[src/sv/tcgw_pkg.sv]
// Shared definitions for the text console glyph writer.
// Holds request, register and command codes, widths and the back-end status struct.
// No dependencies.
package tcgw_pkg;

  localparam int GlyphRows   = 16;
  localparam int RowBits     = 4;
  localparam int CellW       = 8;
  localparam int LineH       = 16;
  localparam int CursorRowW  = 12;
  localparam int RowMax      = 4095;
  localparam int RegW        = 13;
  localparam int CfgDataW    = 32;
  localparam int ColorW      = 32;
  localparam int IndexW      = 24;
  localparam int MaskW       = 8;
  localparam int ReqW        = 2;
  localparam int CharW       = 8;
  localparam int FontAddrW   = 12;
  localparam int FontByteW   = 8;
  localparam int CfgIndexW   = 2;
  localparam int ResetWidth  = 640;
  localparam int ResetStride = 640;
  localparam int QueueDepth  = 2;

  localparam int DefFontChars = 256;
  localparam int DefMaxWidth  = 4096;

  localparam logic [MaskW-1:0]  FullMask = 8'hff;
  localparam logic [ColorW-1:0] ResetFg  = 32'hffff_ffff;

  typedef enum logic [ReqW-1:0] {
    REQ_PUT_CHAR  = 2'd0,
    REQ_BACKSPACE = 2'd1,
    REQ_NEWLINE   = 2'd2,
    REQ_FONT_LOAD = 2'd3
  } req_e;

  typedef enum logic [CfgIndexW-1:0] {
    REG_FG_COLOR        = 2'd0,
    REG_CLEAR_COLOR     = 2'd1,
    REG_SCREEN_WIDTH    = 2'd2,
    REG_SCANLINE_STRIDE = 2'd3
  } reg_e;

  typedef enum logic [1:0] {
    OP_LOAD  = 2'd0,
    OP_DRAW  = 2'd1,
    OP_ERASE = 2'd2
  } op_e;

  typedef struct packed {
    logic               busy;
    logic [RowBits-1:0] row;
  } bstat_t;

  // Column registers must hold both the saturation limit and the reset width.
  function automatic int col_width(input int max_width);
    int cap;
    cap = (max_width > ResetWidth) ? max_width : ResetWidth;
    return $clog2(cap + 1);
  endfunction

  function automatic int store_addr_width(input int font_chars);
    return $clog2(font_chars * GlyphRows);
  endfunction

endpackage

[src/sv/tcgw_front.sv]
// Front end: accepts requests, keeps the text cursor and queues draw, erase and load commands.
// Depends on tcgw_pkg.
module tcgw_front #(
  parameter int FontChars = tcgw_pkg::DefFontChars,
  parameter int MaxWidth  = tcgw_pkg::DefMaxWidth,
  parameter int ColW      = tcgw_pkg::col_width(MaxWidth),
  parameter int CmdW      = 2 + tcgw_pkg::store_addr_width(FontChars) + tcgw_pkg::FontByteW
                            + ColW + tcgw_pkg::CursorRowW
) (
  input  logic                           clk_i,
  input  logic                           rst_ni,
  input  logic                           in_valid_i,
  output logic                           in_stall_o,
  input  logic [tcgw_pkg::ReqW-1:0]      req_type_i,
  input  logic [tcgw_pkg::CharW-1:0]     char_code_i,
  input  logic [tcgw_pkg::FontAddrW-1:0] font_address_i,
  input  logic [tcgw_pkg::FontByteW-1:0] font_byte_i,
  input  logic [ColW-1:0]                screen_width_i,
  input  logic                           q_full_i,
  output logic                           q_push_o,
  output logic [CmdW-1:0]                q_data_o
);
  import tcgw_pkg::*;

  localparam int AW         = store_addr_width(FontChars);
  localparam int CharIdxW   = AW - RowBits;
  localparam int StoreDepth = FontChars * GlyphRows;
  localparam int ChrExtW    = 10;

  logic [ColW-1:0]       col_q, col_d;
  logic [CursorRowW-1:0] row_q, row_d;
  logic                  accept;
  req_e                  req;

  logic [ColW:0]         col_p8, col_p16;
  logic [ColW-1:0]       bs_col, bs_x;
  logic [CursorRowW-1:0] bs_row;
  logic                  bs_ge8;
  logic [ChrExtW-1:0]    chr_ext, chr_mod;
  logic [AW+FontAddrW-1:0] addr_ext;
  logic                  load_ok;
  op_e                   cmd_op;
  logic [AW-1:0]         cmd_addr;
  logic [ColW-1:0]       cmd_x;
  logic [CursorRowW-1:0] cmd_y;

  function automatic logic [CursorRowW-1:0] row_down(input logic [CursorRowW-1:0] r);
    return (r > CursorRowW'(RowMax - LineH)) ? CursorRowW'(RowMax) : r + CursorRowW'(LineH);
  endfunction

  function automatic logic [CursorRowW-1:0] row_up(input logic [CursorRowW-1:0] r);
    return (r >= CursorRowW'(LineH)) ? r - CursorRowW'(LineH) : '0;
  endfunction

  assign req        = req_e'(req_type_i);
  assign in_stall_o = q_full_i;
  assign accept     = in_valid_i && !q_full_i;

  assign col_p8  = (ColW + 1)'(col_q) + (ColW + 1)'(CellW);
  assign col_p16 = col_p8 + (ColW + 1)'(CellW);

  // Backspace at column zero first steps back to the end of the previous line.
  assign bs_col = (col_q == '0) ? screen_width_i : col_q;
  assign bs_row = (col_q == '0) ? row_up(row_q) : row_q;
  assign bs_ge8 = (bs_col >= ColW'(CellW));
  assign bs_x   = bs_ge8 ? bs_col - ColW'(CellW) : '0;

  // For FontChars >= 128 codes stay below twice the font size; one conditional subtract reduces them.
  assign chr_ext = ChrExtW'(char_code_i);
  assign chr_mod = (chr_ext >= ChrExtW'(FontChars)) ? chr_ext - ChrExtW'(FontChars) : chr_ext;

  assign addr_ext = (AW + FontAddrW)'(font_address_i);
  assign load_ok  = (addr_ext < (AW + FontAddrW)'(StoreDepth));

  always_comb begin
    col_d    = col_q;
    row_d    = row_q;
    cmd_op   = OP_DRAW;
    cmd_addr = {chr_mod[CharIdxW-1:0], RowBits'(0)};
    cmd_x    = col_q;
    cmd_y    = row_q;
    q_push_o = 1'b0;
    unique case (req)
      REQ_PUT_CHAR: begin
        q_push_o = accept;
        if (col_p16 > (ColW + 1)'(screen_width_i)) begin
          col_d = '0;
          row_d = row_down(row_q);
        end else begin
          col_d = col_p8[ColW-1:0];
        end
      end
      REQ_BACKSPACE: begin
        q_push_o = accept;
        cmd_op   = OP_ERASE;
        cmd_x    = bs_x;
        cmd_y    = bs_row;
        if (bs_ge8) begin
          col_d = bs_x;
          row_d = bs_row;
        end else begin
          col_d = screen_width_i;
          row_d = row_up(bs_row);
        end
      end
      REQ_NEWLINE: begin
        col_d = '0;
        row_d = row_down(row_q);
      end
      REQ_FONT_LOAD: begin
        q_push_o = accept && load_ok;
        cmd_op   = OP_LOAD;
        cmd_addr = addr_ext[AW-1:0];
      end
      default: begin
        col_d = col_q;
      end
    endcase
  end

  assign q_data_o = {cmd_op, cmd_addr, font_byte_i, cmd_x, cmd_y};

  always_ff @(posedge clk_i or negedge rst_ni) begin
    if (!rst_ni) begin
      col_q <= '0;
      row_q <= '0;
    end else if (accept) begin
      col_q <= col_d;
      row_q <= row_d;
    end
  end

endmodule

[config.mk]
export PLATFORM = sky130hd
export DESIGN_NAME = tcgw_front
export DESIGN_NICKNAME = d
export VERILOG_FILES = /design/src/sv/tcgw_pkg.sv /design/src/sv/tcgw_front.sv
export SDC_FILE = /design/constraint.sdc
export NUM_CORES = 1
export LEC_CHECK = 0
export BUFFER_PORTS_ARGS = -buffer_cell sky130_fd_sc_hd__buf_2
export CORE_MARGIN = 5
export CORE_UTILIZATION = 45
export DETAILED_ROUTE_END_ITERATION = 10
export PLACE_DENSITY = 0.76
export SLEW_MARGIN = 20
export SYNTH_ARGS = -nofsm -noshare
export SYNTH_HDL_FRONTEND = slang
export SYNTH_SLANG_ARGS = --single-unit
[constraint.sdc]
create_clock -name clk_i -period 4.7 [get_ports clk_i]
set_input_delay 0 -clock clk_i [delete_from_list [all_inputs] [get_ports clk_i]]
set_output_delay 0 -clock clk_i [all_outputs]
set_load 0.02 [all_outputs]
==> out/metrics.yaml <==
global_routing:
  antenna_found_initial: 0
  grt.total_usage_pct: 22.8
  grt_pass1_vias: 4308
  overflow: 0
  grt_max_degree: 45
  grt_first_pass_wirelength_um: 21000
yosys:
  synth_xor_area_share_pct: 4.90
  synth.distinct_cells: 74
  ys_warn_count: 0
  synth_top_family_by_area: "simple AND/OR/NAND/NOR gates"
  yosysMostFrequentCell: "nor2_1"
  syn_inst: 543
  synthFlopType: "dfrtp_1"
  synth_edf_count: 0
  synth.avg_cell_area_um2: 7.25
  synthSimpleGateAreaFrac_pct: 31.0
  synth_fa_ha_area_share_pct: 8.26
  synth_seq_cells: 25
  syn-num-nets: 616
  synth_compound_area_share_pct: 27.3
  synth-seq-area-share_pct: 15.9
  syn_area_um2: 3940
  ys_async_sr_fraction_pct: 100
  synth_area_leader_cell: "dfrtp_1"
  synth_mux_area_share_pct: 3.66
  yosysTopAreaCellShare_pct: 15.9
  synth.area.top_cells: "dfrtp_1, ha_1, nor2_1"
  synth.cells.most_frequent: "nor2_1, nand2_1, a21oi_1, o21ai_0, inv_1"
power:
  ir_drop_v: 0.000221
  power_density_nw_per_um2: 567
  total_power_mw: 2.49
  leakage_nw: 1.91
detailed_routing:
  top_layer: "met4"
  route.detailed.drc: 0
  wl_met2_um: 6120
  drtIter0Drc: 332
  vias: 4439
  drt-pass1-iter-count: 5
  viasPerCell: 6.31
  ant_nets: 0
  wire_per_inst_um: 18.4
  totalWireLength_um: 12900
  wl_met1_um: 5440
  dr_wl_met3_um: 1040
sta:
  setup_viol_count_final: 0
  slew_headroom_pct: 47.8
  post-route-min-period_ns: 4.44
  slew_violations: 0
  fin_tns_setup_ns: 0
  worstMarginPinSlew_ns: 0.782
  grt_setup_unrepaired: "false"
  post-route-period-util_pct: 94.5
  clock_skew_ns: 0.0121
  finalHoldViolCount: 0
  fmax_mhz: 225
clocking:
  numCtsBuffers: 3
  path_clk_slew_ns: 0.10
  htreeDepth: 1
  cts_tree: "built"
  cts.sinks: 25
  cts-root-buf: "clkbuf_8"
  clock_latency_ns: 0.29
  clock_path_buffers: 2
cells_and_area:
  antenna_cells: 0
  fin_util_pct: 50.8
  area_growth_pct: 11.4
  layout.nets: 669
  postLayoutCellArea_um2: 4390
  drive_above_1_share_pct: 21.8
worst_setup_path:
  critPathMaxFanout: 18
  worstPathCellList: "ha_1 -> inv_1 -> and4_1 -> nor4_1 -> nor3_1 -> xnor2_1 -> ha_1 -> nand3_1 -> o211ai_1 -> a31oi_1 -> a21oi_1 -> a21oi_1 -> a211oi_2 -> buf_4 -> a31oi_1 -> o221a_2"
  r2r_cells: 16
  required_ns: 4.89
  reg2reg_from: "col_q[4]$_DFFE_PN0P_"
  crit_arrival_ns: 4.63
  startpoint: "col_q[4]$_DFFE_PN0P_"
  endpoint_kind: "flop"
  crit_family: "compound AO/OA/AOI/OAI gates"
  crit_buf_inv: 2
  start_kind: "flop"
  crit_slowest_cell: "dfrtp_1"
  cp_slowest_stage_delay_ns: 0.68
  worst-path-stages: 16
  worstSetupPathType: "reg2reg"
die:
  die_x_um: 104
  dieArea_um2: 10700
  core-area_um2: 8640
  start_util_pct: 45.6
  row_count: 34
  die_h_um: 104
  pin_count: 96
worst_hold_path:
  hold_class: "in2out"
  worstHoldStart: "font_byte_i[0]"
  min_path_cells: 0
placed_design:
  hpwl_um: 10100
  port_buffers: 79
  place.gp.congestion: 0.987
  placed_cell_area_um2: 4310
run_status:
  status: "finished clean"
flow_run:
  cap_violations: 0
## worst register-to-register path, cell delays in order (launching register included)
cell and delay (ns):
dfrtp_1 0.68, ha_1 0.48, inv_1 0.15, and4_1 0.18
nor4_1 0.57, nor3_1 0.14, xnor2_1 0.17, ha_1 0.30
nand3_1 0.14, o211ai_1 0.21, a31oi_1 0.06, a21oi_1 0.26
a21oi_1 0.15, a211oi_2 0.26, buf_4 0.24, a31oi_1 0.11
o221a_2 0.25
## metal layers
metal / vias to the layer above / GRT usage (%)
met1: 2070 / 30.1
met3: 34 / 3.61
met5: - / 0
met2: 227 / 37.7
met4: 0 / 7.97
li1: 2108 / -
## state kept, by name, indices dropped and copies added (netlist names)
name	flops
col_q	13
row_q	12
## final cells by class
cell class	count	area [µm²]
clock buffer	3	41.3
clock inverter	1	5.00
fill	859	4250
inverter	30	113
multi-input combinational	443	2960
sequential	25	626
tap	108	135
timing repair buffer	93	508
## repair_timing
action | 4_1_cts | 5_1_grt
setup buffers | 0 | 0
gates resized for setup | 0 | 0
hold endpoints to repair | 27 | 0
hold buffers | 3 | 0
endpoints found under the setup margin | 0 | 0
## cells in the final DEF (no fill, tap or decap), drive strengths merged, types with 5 or more instances in the layout
cell type / netlist / layout
nor2: 60 / 60
nand2b: 5 / 5
inv: 30 / 30
nor3: 18 / 18
nand4: 9 / 9
xnor2: 18 / 18
and4: 5 / 5
or3: 8 / 8
o22ai: 8 / 8
a211o: 8 / 8
or4: 6 / 6
a21oi: 39 / 39
nand2: 43 / 43
mux2: 11 / 11
nor4: 18 / 18
or2: 8 / 8
a41oi: 5 / 5
buf: 29 / 90
dfrtp: 25 / 25
o31ai: 6 / 6
a31oi: 16 / 16
nand3: 19 / 19
and2: 9 / 9
ha: 26 / 26
a211oi: 5 / 5
o21ai: 35 / 35
## where the power goes
| part | internal, mW | switching (mW) | total, mW | leakage, nW |
|---|---|---|---|---|
| logic | 0.697 | 1.17 | 1.87 | 1.56 |
| clock network | 0.0597 | 0.0796 | 0.139 | 0.0255 |
| registers | 0.276 | 0.201 | 0.478 | 0.325 |
## metrics by stage
| stage | hold WS (ns) | cells | setup WS, ns |
|---|---|---|---|
| after floorplan | -0.296 | 543 | 1.02 |
| after global placement | 0.000137 | 696 | 0.464 |
| after detailed placement | 0.000137 | 696 | 0.374 |
| after CTS | 0.000137 | 703 | 0.273 |
| after global routing | 0.0000278 | 703 | 0.0120 |
| final | 0.00000707 | 703 | 0.260 |
## path summary, 6_finish.rpt
check | endpoint | slack [ns]
hold reg to reg | row_q[1]$_DFFE_PN0P_ | 0.57
setup / recovery | row_q[11]$_DFFE_PN0P_ | 0.26
max in group asynchronous | col_q[8]$_DFFE_PN0P_ | 4.04
setup reg to reg | row_q[11]$_DFFE_PN0P_ | 0.26
hold / removal | q_data_o[25] | 0.000007
min in group asynchronous | row_q[10]$_DFFE_PN0P_ | 0.24
## kinds of logic (layout without fill, tap and decap cells)
logic type / count (synthesis) / count (layout)
buffers and inverters: 75 / 127
and+or+nand+nor: 225 / 225
AOI/OAI and AO/OA: 157 / 157
muxes: 13 / 13
adders and majority gates: 26 / 26
xor gates and xnor gates: 22 / 22
DFF: 25 / 25
(Power assumes the default switching activity.)
