$ cat src/sv/tcgw_fifo.sv
// Short command queue between the front end and the back end.
// Generic width; depth from tcgw_pkg.
module tcgw_fifo #(
  parameter int Width = 8,
  parameter int Depth = 2
) (
  input  logic             clk_i,
  input  logic             rst_ni,
  input  logic             push_i,
  input  logic [Width-1:0] data_i,
  output logic             full_o,
  input  logic             pop_i,
  output logic [Width-1:0] data_o,
  output logic             empty_o
);
  localparam int PtrW = (Depth > 1) ? $clog2(Depth) : 1;
  localparam int CntW = $clog2(Depth + 1);

  logic [Width-1:0] store_q [Depth];
  logic [PtrW-1:0]  wptr_q, rptr_q;
  logic [CntW-1:0]  count_q;
  logic             do_push, do_pop;

  assign full_o  = (count_q == CntW'(Depth));
  assign empty_o = (count_q == '0);
  assign do_push = push_i && !full_o;
  assign do_pop  = pop_i && !empty_o;
  assign data_o  = store_q[rptr_q];

  always_ff @(posedge clk_i or negedge rst_ni) begin
    if (!rst_ni) begin
      wptr_q  <= '0;
      rptr_q  <= '0;
      count_q <= '0;
    end else begin
      if (do_push) begin
        wptr_q <= (wptr_q == PtrW'(Depth - 1)) ? '0 : wptr_q + PtrW'(1);
      end
      if (do_pop) begin
        rptr_q <= (rptr_q == PtrW'(Depth - 1)) ? '0 : rptr_q + PtrW'(1);
      end
      if (do_push && !do_pop) begin
        count_q <= count_q + CntW'(1);
      end else if (do_pop && !do_push) begin
        count_q <= count_q - CntW'(1);
      end
    end
  end

  always_ff @(posedge clk_i) begin
    if (do_push) begin
      store_q[wptr_q] <= data_i;
    end
  end

endmodule

$ cat config.mk
export PLATFORM = sky130hd
export DESIGN_NAME = tcgw_fifo
export DESIGN_NICKNAME = d
export VERILOG_FILES = /design/src/sv/tcgw_fifo.sv
export SDC_FILE = /design/constraint.sdc
export NUM_CORES = 1
export LEC_CHECK = 0
export ABC_AREA = 1
export BUFFER_PORTS_ARGS = -buffer_cell sky130_fd_sc_hd__clkbuf_2
export CAP_MARGIN = 30
export CORE_MARGIN = 2
export CORE_UTILIZATION = 53
export CTS_CLUSTER_DIAMETER = 80
export CTS_CLUSTER_SIZE = 10
export DETAILED_ROUTE_END_ITERATION = 7
export PLACE_DENSITY = 0.9
export SLEW_MARGIN = 30
export SYNTH_ARGS = -nofsm -noshare
export SYNTH_HDL_FRONTEND = slang
export SYNTH_SLANG_ARGS = --single-unit
$ cat constraint.sdc
create_clock -name clk_i -period 3.7 [get_ports clk_i]
set_clock_uncertainty 0.1 [all_clocks]
set_input_delay 0.555 -clock clk_i [delete_from_list [all_inputs] [get_ports clk_i]]
set_output_delay 0.555 -clock clk_i [all_outputs]
set_load 0.03 [all_outputs]
==> results of run 1 <==
==> cells in the final DEF, fill, tap and decap left out <==
master	netlist	final
xnor2_1	1	1
nand4_1	1	1
clkinv_1	0	1
o21ai_0	2	2
nor2_1	2	2
nand3_1	1	1
nor2_2	2	2
dfrtp_1	4	4
clkbuf_4	0	3
edfxtp_1	16	16
clkbuf_2	0	21
nand2_1	33	33
nand3b_1	1	1
inv_2	1	1
ha_1	1	1
inv_1	7	7
dlygate4sd3_1	0	1
==> cell families (layout without fill, tap and decap cells) <==
| group | after synthesis | after routing | share of synthesized area |
|---|---|---|---|
| and+or+nand+nor | 40 | 40 | 0.201 |
| buffers and inverters | 9 | 34 | 0.0433 |
| DFF | 20 | 20 | 0.717 |
| xor gates and xnor gates | 1 | 1 | 0.0108 |
| adders and majority gates | 1 | 1 | 0.0155 |
| AOI/OAI and AO/OA | 2 | 2 | 0.0124 |
==> final cells by class <==
| cell class | count | area [um^2] |
|---|---|---|
| Clock buffer | 3 | 22.5 |
| Inverter | 8 | 30.0 |
| Sequential cell | 20 | 581 |
| Timing Repair Buffer | 22 | 115 |
| Multi-Input combinational cell | 44 | 194 |
| Clock inverter | 1 | 3.75 |
| Fill cell | 127 | 505 |
| Tap cell | 16 | 20.0 |
==> what timing repair did <==
item                                   in CTS  in global routing
endpoints found under the hold margin       4                  0
hold buffers                                1                  0
setup buffers                               0                  0
==> metal layers <==
| metal | up-vias | track usage | wire [um] |
|---|---|---|---|
| li1 | 287 | - | - |
| met5 | - | 0 | 0 |
| met1 | 261 | 0.191 | 560 |
| met4 | 0 | 0.0909 | 22 |
| met3 | 2 | 0.0128 | 48 |
| met2 | 13 | 0.301 | 744 |
==> flip-flops by register name (all words and copies together), names as in the netlist <==
name     count
wptr_q       1
store_q     16
rptr_q       1
count_q      2
==> worst min-delay path by stage <==
stage,to,start
floorplan,count_q[0]$_DFFE_PN0P_,rst_ni
global route,store_q[0][6]$_DFFE_PP_,data_i[6]
global placement,count_q[0]$_DFFE_PN0P_,rst_ni
detailed placement,count_q[0]$_DFFE_PN0P_,rst_ni
CTS,store_q[1][3]$_DFFE_PP_,data_i[3]
finish,store_q[1][3]$_DFFE_PP_,data_i[3]
==> power by group through the flow <==
| stage | combinational, mW | sequential [mW] | clock (mW) |
|---|---|---|---|
| 2_1_floorplan | 0.277 | 0.339 | 0 |
| 3_3_place_gp | 0.336 | 0.358 | 0 |
| 3_5_place_dp | 0.350 | 0.365 | 0 |
| 4_1_cts | 0.351 | 0.360 | 0.0972 |
| 5_1_grt | 0.384 | 0.367 | 0.108 |
| 6_report | 0.347 | 0.359 | 0.0957 |
==> synth_stat cells <==
| library cell | instances | share of area |
|---|---|---|
| buf_2 | 1 | 0.0062 |
| nand2_1 | 33 | 0.15 |
| inv_2 | 1 | 0.0046 |
| inv_1 | 7 | 0.032 |
| dfrtp_1 | 4 | 0.12 |
| edfxtp_1 | 16 | 0.59 |
| ha_1 | 1 | 0.015 |
| nand3b_1 | 1 | 0.0093 |
| nor2_2 | 2 | 0.015 |
| nand3_1 | 1 | 0.0062 |
| nor2_1 | 2 | 0.0093 |
| nand4_1 | 1 | 0.0077 |
| o21ai_0 | 2 | 0.012 |
| xnor2_1 | 1 | 0.011 |
==> per-stage QoR <==
step                hold slack, ps  power, mW  setup WS (ps)  cells  instance area (um^2)
floorplan                      159      0.616           2120     73                   810
global route                   336      0.859           1630    114                   966
finish                         354      0.802           1740    114                   966
CTS                            352      0.808           1720    114                   966
detailed placement             271      0.715           1950    109                   930
global placement               265      0.694           2020    109                   930
==> results.txt, run 1 <==
Critical path's top delay family -> flip-flops
Slew headroom -> 0.575
# H-tree levels -> 1
Final setup viols -> 0
Worst reg2reg endpoint -> store_q[1][0]$_DFFE_PP_
Die span in x -> 43.1 um
DR vias -> 563
Cell-internal power -> 0.451 mW
Crit end category -> output pin
Fmax -> 511 MHz
Top cell by count, worst path -> nand2_1
ANT nets after route -> 0
WS Path Type -> reg -> out
Area growth, synth to finish -> 19.3%
Post-synth cell types -> 14
Largest net degree at the start of global routing -> 12
RSZ-0062 raised after global routing -> no
Die Ht -> 43.1 um
GP Congestion -> 0.672
Ports -> 22
Clock network fraction of design power -> 0.119
Row count -> 14
Max VDD drop -> 0.510 mV
CP Launch Type -> register
Cell Area, Synth -> 810 um^2
Vias in the first global route -> 550
CP Buf/Inv Count -> 2
Setup TNS -> 0 ps
Core area -> 1470 um^2
Max-slew violation count -> 0
Final hold violation count -> 0
Die area -> 1860 um^2
Synth warn -> 0
Layout cell share with drive strength beyond 1 -> 0.276
Status -> completed
CP max-delay cell -> dfrtp_1
ANT cells -> 0
Final wirelength -> 1370 um
Starting Density -> 0.550
CTS tree -> yes
Mapped Avg Cell Area -> 11.1 um^2
Path depth of the worst reg2reg path -> 2
Sw Pwr -> 0.350 mW
Hold path depth -> 1
FF-to-FF Start -> count_q[0]$_DFFE_PN0P_
DRC -> 0
Worst-skew pair later-pin latency -> 280 ps
PostCTS Resize Cnt -> 0
CTS sink cnt -> 20
Worst-Margin Slew -> 635 ps
First-pass GRT wire length -> 2220 um
Router iterations before antenna repair -> 3
Max stage delay on crit path -> 510 ps
Max-cap viol count -> 0
# nets final -> 112
Comb pwr share -> 0.433
Crit-path max FO -> 10
Switching share of power -> 0.437
Sequential fraction of design power -> 0.448
Cts bufs inserted -> 3
Critical Path Stages -> 4
Sequential area share after synthesis -> 0.717
Hpwl dp -> 1090 um
Port-buffer cells -> 21
Post-synth net total -> 86
Vias per inst -> 4.94
Crit path time final -> 1960 ps
Clk pin slew, worst setup/hold paths -> 100 ps
Crit path DAT -> 1300 ps
Flop2flop setup slack -> 2080 ps
Final period util -> 0.528
GRT Overall Usage -> 0.167
Worst Path Required -> 3040 ps
Clock root buffer -> clkbuf_4
Deepest clock path buffer count -> 2
DR WL/cell -> 12.1 um
Initial antenna violation count -> 0
HP Class -> in -> reg
Critical Path Start -> rptr_q$_DFFE_PN0P_
Total congestion overflow -> 0
Initial DRC Count -> 7
Lkg Pwr -> 0.467 nW
Crit-path cells -> inv_2 > nand2_1 > nand2_1 > clkbuf_2
#FFs+latches synth -> 20
Post-Syn Instances -> 73
Final Util -> 0.656
Setup crit end -> data_o[7]
Power Density -> 830 nW/um^2
Note: power is estimated with default switching activity, not from simulation.
==> run 2: changes to the inputs <==
--- a/config.mk
+++ b/config.mk
@@ -8,12 +8,13 @@
 export ABC_AREA = 1
 export BUFFER_PORTS_ARGS = -buffer_cell sky130_fd_sc_hd__clkbuf_2
 export CAP_MARGIN = 30
+export CORE_ASPECT_RATIO = 0.8
 export CORE_MARGIN = 2
-export CORE_UTILIZATION = 53
+export CORE_UTILIZATION = 44
 export CTS_CLUSTER_DIAMETER = 80
 export CTS_CLUSTER_SIZE = 10
 export DETAILED_ROUTE_END_ITERATION = 7
-export PLACE_DENSITY = 0.9
+export PLACE_DENSITY = 0.8
 export SLEW_MARGIN = 30
 export SYNTH_ARGS = -nofsm -noshare
 export SYNTH_HDL_FRONTEND = slang
==> constraint.sdc (replaced) <==
create_clock -name clk_i -period 1.65 [get_ports clk_i]
set_clock_uncertainty 0.1 [all_clocks]
set_input_delay 0.2475 -clock clk_i [delete_from_list [all_inputs] [get_ports clk_i]]
set_output_delay 0.2475 -clock clk_i [all_outputs]
set_load 0.03 [all_outputs]
==> run 2 against run 1 <==
Net effect: utilization shrank 5.5 points; first-iteration DRC count up 100%; wire length fell by 6.6%; largest cell class unchanged; critical endpoint is now data_o[2]; critical path depth did not move; highest routed layer unchanged; register-to-register slack worse by 1900 ps; sequential share of layout area shrank 2.3 points; cell area is 4.3% higher; global-route usage fell by 2.9 points; via count is 2.0% higher; clock-buffer cell count is the same.
==> results.txt, run 2 (synthesis results as in run 1) <==
Path depth of the worst reg2reg path -> 6
Layout cell share with drive strength beyond 1 -> 0.300
GRT Overall Usage -> 0.138
DRC -> 0
Lkg Pwr -> 0.481 nW
Sequential fraction of design power -> 0.422
DR vias -> 574
DR WL/cell -> 10.5 um
Max-cap viol count -> 0
Largest reg by FF count -> store_q
Max VDD drop -> 1.17 mV
CTS tree -> yes
Cell-internal power -> 1.08 mW
Hold EP -> store_q[0][1]$_DFFE_PP_
Hold_sp -> data_i[1]
Cts bufs inserted -> 3
Vias in the first global route -> 508
Hold path depth -> 1
Initial DRC Count -> 14
Comb pwr share -> 0.460
ANT cells -> 0
Critical path's top delay family -> flip-flops
Router iterations before antenna repair -> 4
# H-tree levels -> 1
Row count -> 13
Post-route cell area -> 1010 um^2
Die area -> 2200 um^2
CP Buf/Inv Count -> 2
Flop2flop setup slack -> 160 ps
Clock root buffer -> clkbuf_4
Die Ht -> 42.4 um
Worst reg2reg endpoint -> count_q[1]$_DFFE_PN0P_
Crit end category -> output pin
CP Launch Type -> register
Clock network fraction of design power -> 0.118
CTS sink cnt -> 20
Slew headroom -> 0.783
Crit path time final -> 1580 ps
Top cell by count, worst path -> nand2_1
Deepest clock path buffer count -> 2
Critical Path Start -> rptr_q$_DFFE_PN0P_
First-pass GRT wire length -> 2180 um
GP Congestion -> 0.889
Starting Density -> 0.483
Status -> completed
Final period util -> 0.955
# nets final -> 114
Crit-path max FO -> 9
Cell Area, Placed -> 945 um^2
Largest register FFs -> 16
Port-buffer cells -> 21
HP Class -> in -> reg
Core area -> 1680 um^2
Vias per inst -> 4.70
Worst-Margin Slew -> 325 ps
Largest net degree at the start of global routing -> 12
Ports -> 22
Switching share of power -> 0.427
ANT nets after route -> 0
Most frequent cells in the layout -> 33 x nand2_1, 19 x clkbuf_2, 16 x edfxtp_1, 7 x inv_1, 4 x clkbuf_4
Max-slew violation count -> 0
FF-to-FF Start -> count_q[0]$_DFFE_PN0P_
Most common cell after layout, fill and taps aside -> nand2_1
WS Path Type -> reg -> out
Power Density -> 1870 nW/um^2
Worst Path Required -> 1300 ps
Crit-path cells -> inv_4 > nand2_1 > nand2_1 > clkbuf_2
Final hold violation count -> 0
Max stage delay on crit path -> 490 ps
Setup TNS -> 0 ps
Total congestion overflow -> 0
Largest registers -> store_q (16), count_q (2)
CP max-delay cell -> dfrtp_2
Hpwl dp -> 924 um
Sw Pwr -> 0.805 mW
Final wirelength -> 1280 um
Crit path DAT -> 1230 ps
Worst-skew pair later-pin latency -> 290 ps
Clk pin slew, worst setup/hold paths -> 100 ps
Die span in x -> 52.0 um
Fmax -> 634 MHz
Final setup viols -> 0
Area growth, synth to finish -> 24.4%
Initial antenna violation count -> 0
[run 2: cell count changes in the layout (fill, tap and decap cells not counted)]
cell,change
buf_2,+1
inv_4,+1
inv_2,-1
dfrtp_2,+1
buf_12,+1
dfrtp_1,-1
clkbuf_2,-2
buf_4,+1
clkbuf_4,+1
[run 2: worst max-delay path by stage]
stage / cells after the start / end / slack (ps)
floorplan: 7 / count_q[1]$_DFFE_PN0P_ / 70
global placement: 6 / count_q[1]$_DFFE_PN0P_ / 180
detailed placement: 6 / count_q[1]$_DFFE_PN0P_ / 170
CTS: 4 / data_o[4] / 30
global route: 4 / data_o[4] / -0.05
finish: 4 / data_o[2] / 70
[run 2: per-stage QoR]
step | cells | power, mW | worst slack [ps] | hold WS (ps) | util
2_1_floorplan | 73 | 1.38 | 71.4 | -148 | -
3_3_place_gp | 116 | 1.59 | 178 | -38.5 | 0.564
3_5_place_dp | 116 | 1.61 | 172 | -37.0 | 0.564
4_1_cts | 121 | 1.84 | 27.6 | 30.8 | 0.588
5_1_grt | 122 | 2.02 | -0.0518 | 25.7 | 0.601
6_report | 122 | 1.88 | 73.5 | 35.7 | 0.601
[run 2: metal layers]
layer,share of wire,track usage
met1,0.43,0.175
met2,0.46,0.213
met3,0.088,0.0536
met4,0.016,0.0474
met5,0,0
[run 2: cell type report]
class,count,area [um^2]
Tap cell,22,27.5
Timing Repair Buffer,24,145
Clock inverter,1,3.75
Multi-Input combinational cell,44,194
Sequential cell,20,582
Clock buffer,3,22.5
Fill cell,145,668
Inverter,8,32.5
[run 2: repair_timing]
action | CTS | global route
resized for setup | 2 | 3
endpoints found under the setup margin | 8 | 7
setup buffers | 0 | 1
hold buffers | 1 | 0
cloned | 0 | 0
endpoints found under the hold margin | 4 | 0
[run 2: power groups by stage]
stage / registers (mW) / logic, mW / clock network, mW
finish: 0.795 / 0.867 / 0.222
global route: 0.815 / 0.952 / 0.250
CTS: 0.803 / 0.809 / 0.227
detailed placement: 0.806 / 0.803 / 0
global placement: 0.805 / 0.782 / 0
floorplan: 0.761 / 0.620 / 0
==> run 3: changes to the inputs <==
--- a/config.mk
+++ b/config.mk
@@ -14,6 +14,7 @@
 export CTS_CLUSTER_DIAMETER = 80
 export CTS_CLUSTER_SIZE = 10
 export DETAILED_ROUTE_END_ITERATION = 7
+export HOLD_SLACK_MARGIN = 0.05
 export PLACE_DENSITY = 0.8
 export SLEW_MARGIN = 30
 export SYNTH_ARGS = -nofsm -noshare
==> run 3 against run 2 <==
Net effect: combinational power is 1% higher; register-to-register slack hardly changed; worst setup slack worse by 4.3 ps; critical endpoint unchanged; non-clock buffer count is 8 higher; sequential share of layout area is 4.3 points lower; utilization is 4.8 points higher; sequential power hardly changed; largest cell class unchanged; first-iteration DRC count is 14% higher.
==> results.txt, run 3 (synthesis results as in run 1) <==
Status -> completed
Crit-path max FO -> 9
Setup TNS -> 0 ps
Slew headroom -> 0.791
Most frequent cells in the layout -> 33 x nand2_1, 19 x clkbuf_2, 16 x edfxtp_1, 9 x dlygate4sd3_1, 7 x inv_1
WHS -> 82.2 ps
Clock root buffer -> clkbuf_4
Layout cell share with drive strength beyond 1 -> 0.278
Largest registers -> store_q (16), count_q (2)
Row count -> 13
GP Congestion -> 0.889
Switching share of power -> 0.425
Vias per inst -> 4.54
Core area -> 1680 um^2
Initial DRC Count -> 16
Comb pwr share -> 0.464
Cts bufs inserted -> 3
Largest reg by FF count -> store_q
Crit end category -> output pin
Clk pin slew, worst setup/hold paths -> 100 ps
DRC -> 0
Vias in the first global route -> 537
CP max-delay cell -> dfrtp_2
Final period util -> 0.958
Router iterations before antenna repair -> 4
Power Density -> 1740 nW/um^2
Worst-Margin Slew -> 313 ps
Final hold violation count -> 0
Largest register FFs -> 16
Final wirelength -> 1300 um
# H-tree levels -> 1
Lkg Pwr -> 0.514 nW
Fmax -> 633 MHz
Deepest clock path buffer count -> 2
Crit path DAT -> 1230 ps
Crit-path cells -> inv_4 > nand2_1 > nand2_1 > clkbuf_2
Hpwl dp -> 924 um
Cell-internal power -> 1.09 mW
Die Ht -> 42.4 um
Final setup viols -> 0
Largest net degree at the start of global routing -> 12
Total congestion overflow -> 0
Initial antenna violation count -> 0
Starting Density -> 0.483
Sequential fraction of design power -> 0.420
Max stage delay on crit path -> 490 ps
GRT Overall Usage -> 0.140
DR vias -> 590
Worst-skew pair later-pin latency -> 290 ps
Max-cap viol count -> 0
CP Buf/Inv Count -> 2
Critical path's top delay family -> flip-flops
Sw Pwr -> 0.804 mW
DR WL/cell -> 9.98 um
Most common cell after layout, fill and taps aside -> nand2_1
Crit path time final -> 1580 ps
CTS tree -> yes
CTS sink cnt -> 20
Cell Area, Placed -> 945 um^2
Top cell by count, worst path -> nand2_1
ANT nets after route -> 0
Ports -> 22
First-pass GRT wire length -> 2230 um
Area growth, synth to finish -> 34.3%
Worst Path Required -> 1300 ps
CP Launch Type -> register
Die area -> 2200 um^2
Die span in x -> 52.0 um
Post-route cell area -> 1090 um^2
HP Class -> in -> reg
ANT cells -> 0
WS Path Type -> reg -> out
Port-buffer cells -> 21
# nets final -> 122
Clock network fraction of design power -> 0.116
Max-slew violation count -> 0
Max VDD drop -> 1.07 mV
RSZ-0062 raised after global routing -> no
## run 3: timing repair
| action | in CTS | in global routing |
|---|---|---|
| setup buffers | 0 | 1 |
| setup endpoints to repair | 8 | 7 |
| hold endpoints to repair | 20 | 0 |
| resized for setup | 2 | 3 |
| hold buffers | 9 | 0 |
## run 3: power groups by stage
stage | combinational [mW] | clock, mW | sequential (mW)
2_1_floorplan | 0.620 | 0 | 0.761
3_3_place_gp | 0.782 | 0 | 0.805
3_5_place_dp | 0.803 | 0 | 0.806
4_1_cts | 0.824 | 0.227 | 0.803
5_1_grt | 0.968 | 0.246 | 0.815
6_report | 0.878 | 0.220 | 0.796
## run 3: routing by layer
layer  GRT usage  share of wire
met3      0.0536          0.065
met1       0.175           0.47
met5           0              0
met4      0.0474              0
met2       0.220           0.46
## run 3: cell type report
class                      count  area, um^2
clock inverter                 1        3.75
clock buffer                   3        22.5
multi-input combinational     44         194
tap                           22        27.5
inverter                       8        32.5
sequential                    20         582
fill                         142         588
timing repair buffer          32         225
## run 3: worst reg2reg max path, cell delays in order, from the launching register on
cell and delay (ps):
dfrtp_1 460, o21ai_0 260, ha_1 300, inv_1 80, nand3_1 80, nand2_1 60
nand2_1 50
## run 3: metrics by stage
step | total power, mW | utilization | worst slack (ps) | cells
final | 1.89 | 0.649 | 69.2 | 130
after global routing | 2.03 | 0.649 | 6.03 | 130
after CTS | 1.85 | 0.636 | 27.6 | 129
after detailed placement | 1.61 | 0.564 | 172 | 116
after global placement | 1.59 | 0.564 | 178 | 116
after floorplan | 1.38 | - | 71.4 | 73
## run 3: worst paths after layout
path | start | end | slack, ps | depth (start not counted)
max | rptr_q$_DFFE_PN0P_ | data_o[2] | 70 | 4
min | pop_i | rptr_q$_DFFE_PN0P_ | 80 | 3
max reg2reg | count_q[0]$_DFFE_PN0P_ | count_q[1]$_DFFE_PN0P_ | 160 | 6
min reg2reg | wptr_q$_DFFE_PN0N_ | wptr_q$_DFFE_PN0N_ | 390 | 2
max in group asynchronous | rst_ni | rptr_q$_DFFE_PN0P_ | 1110 | 2
min in group asynchronous | rst_ni | count_q[1]$_DFFE_PN0P_ | 200 | 2
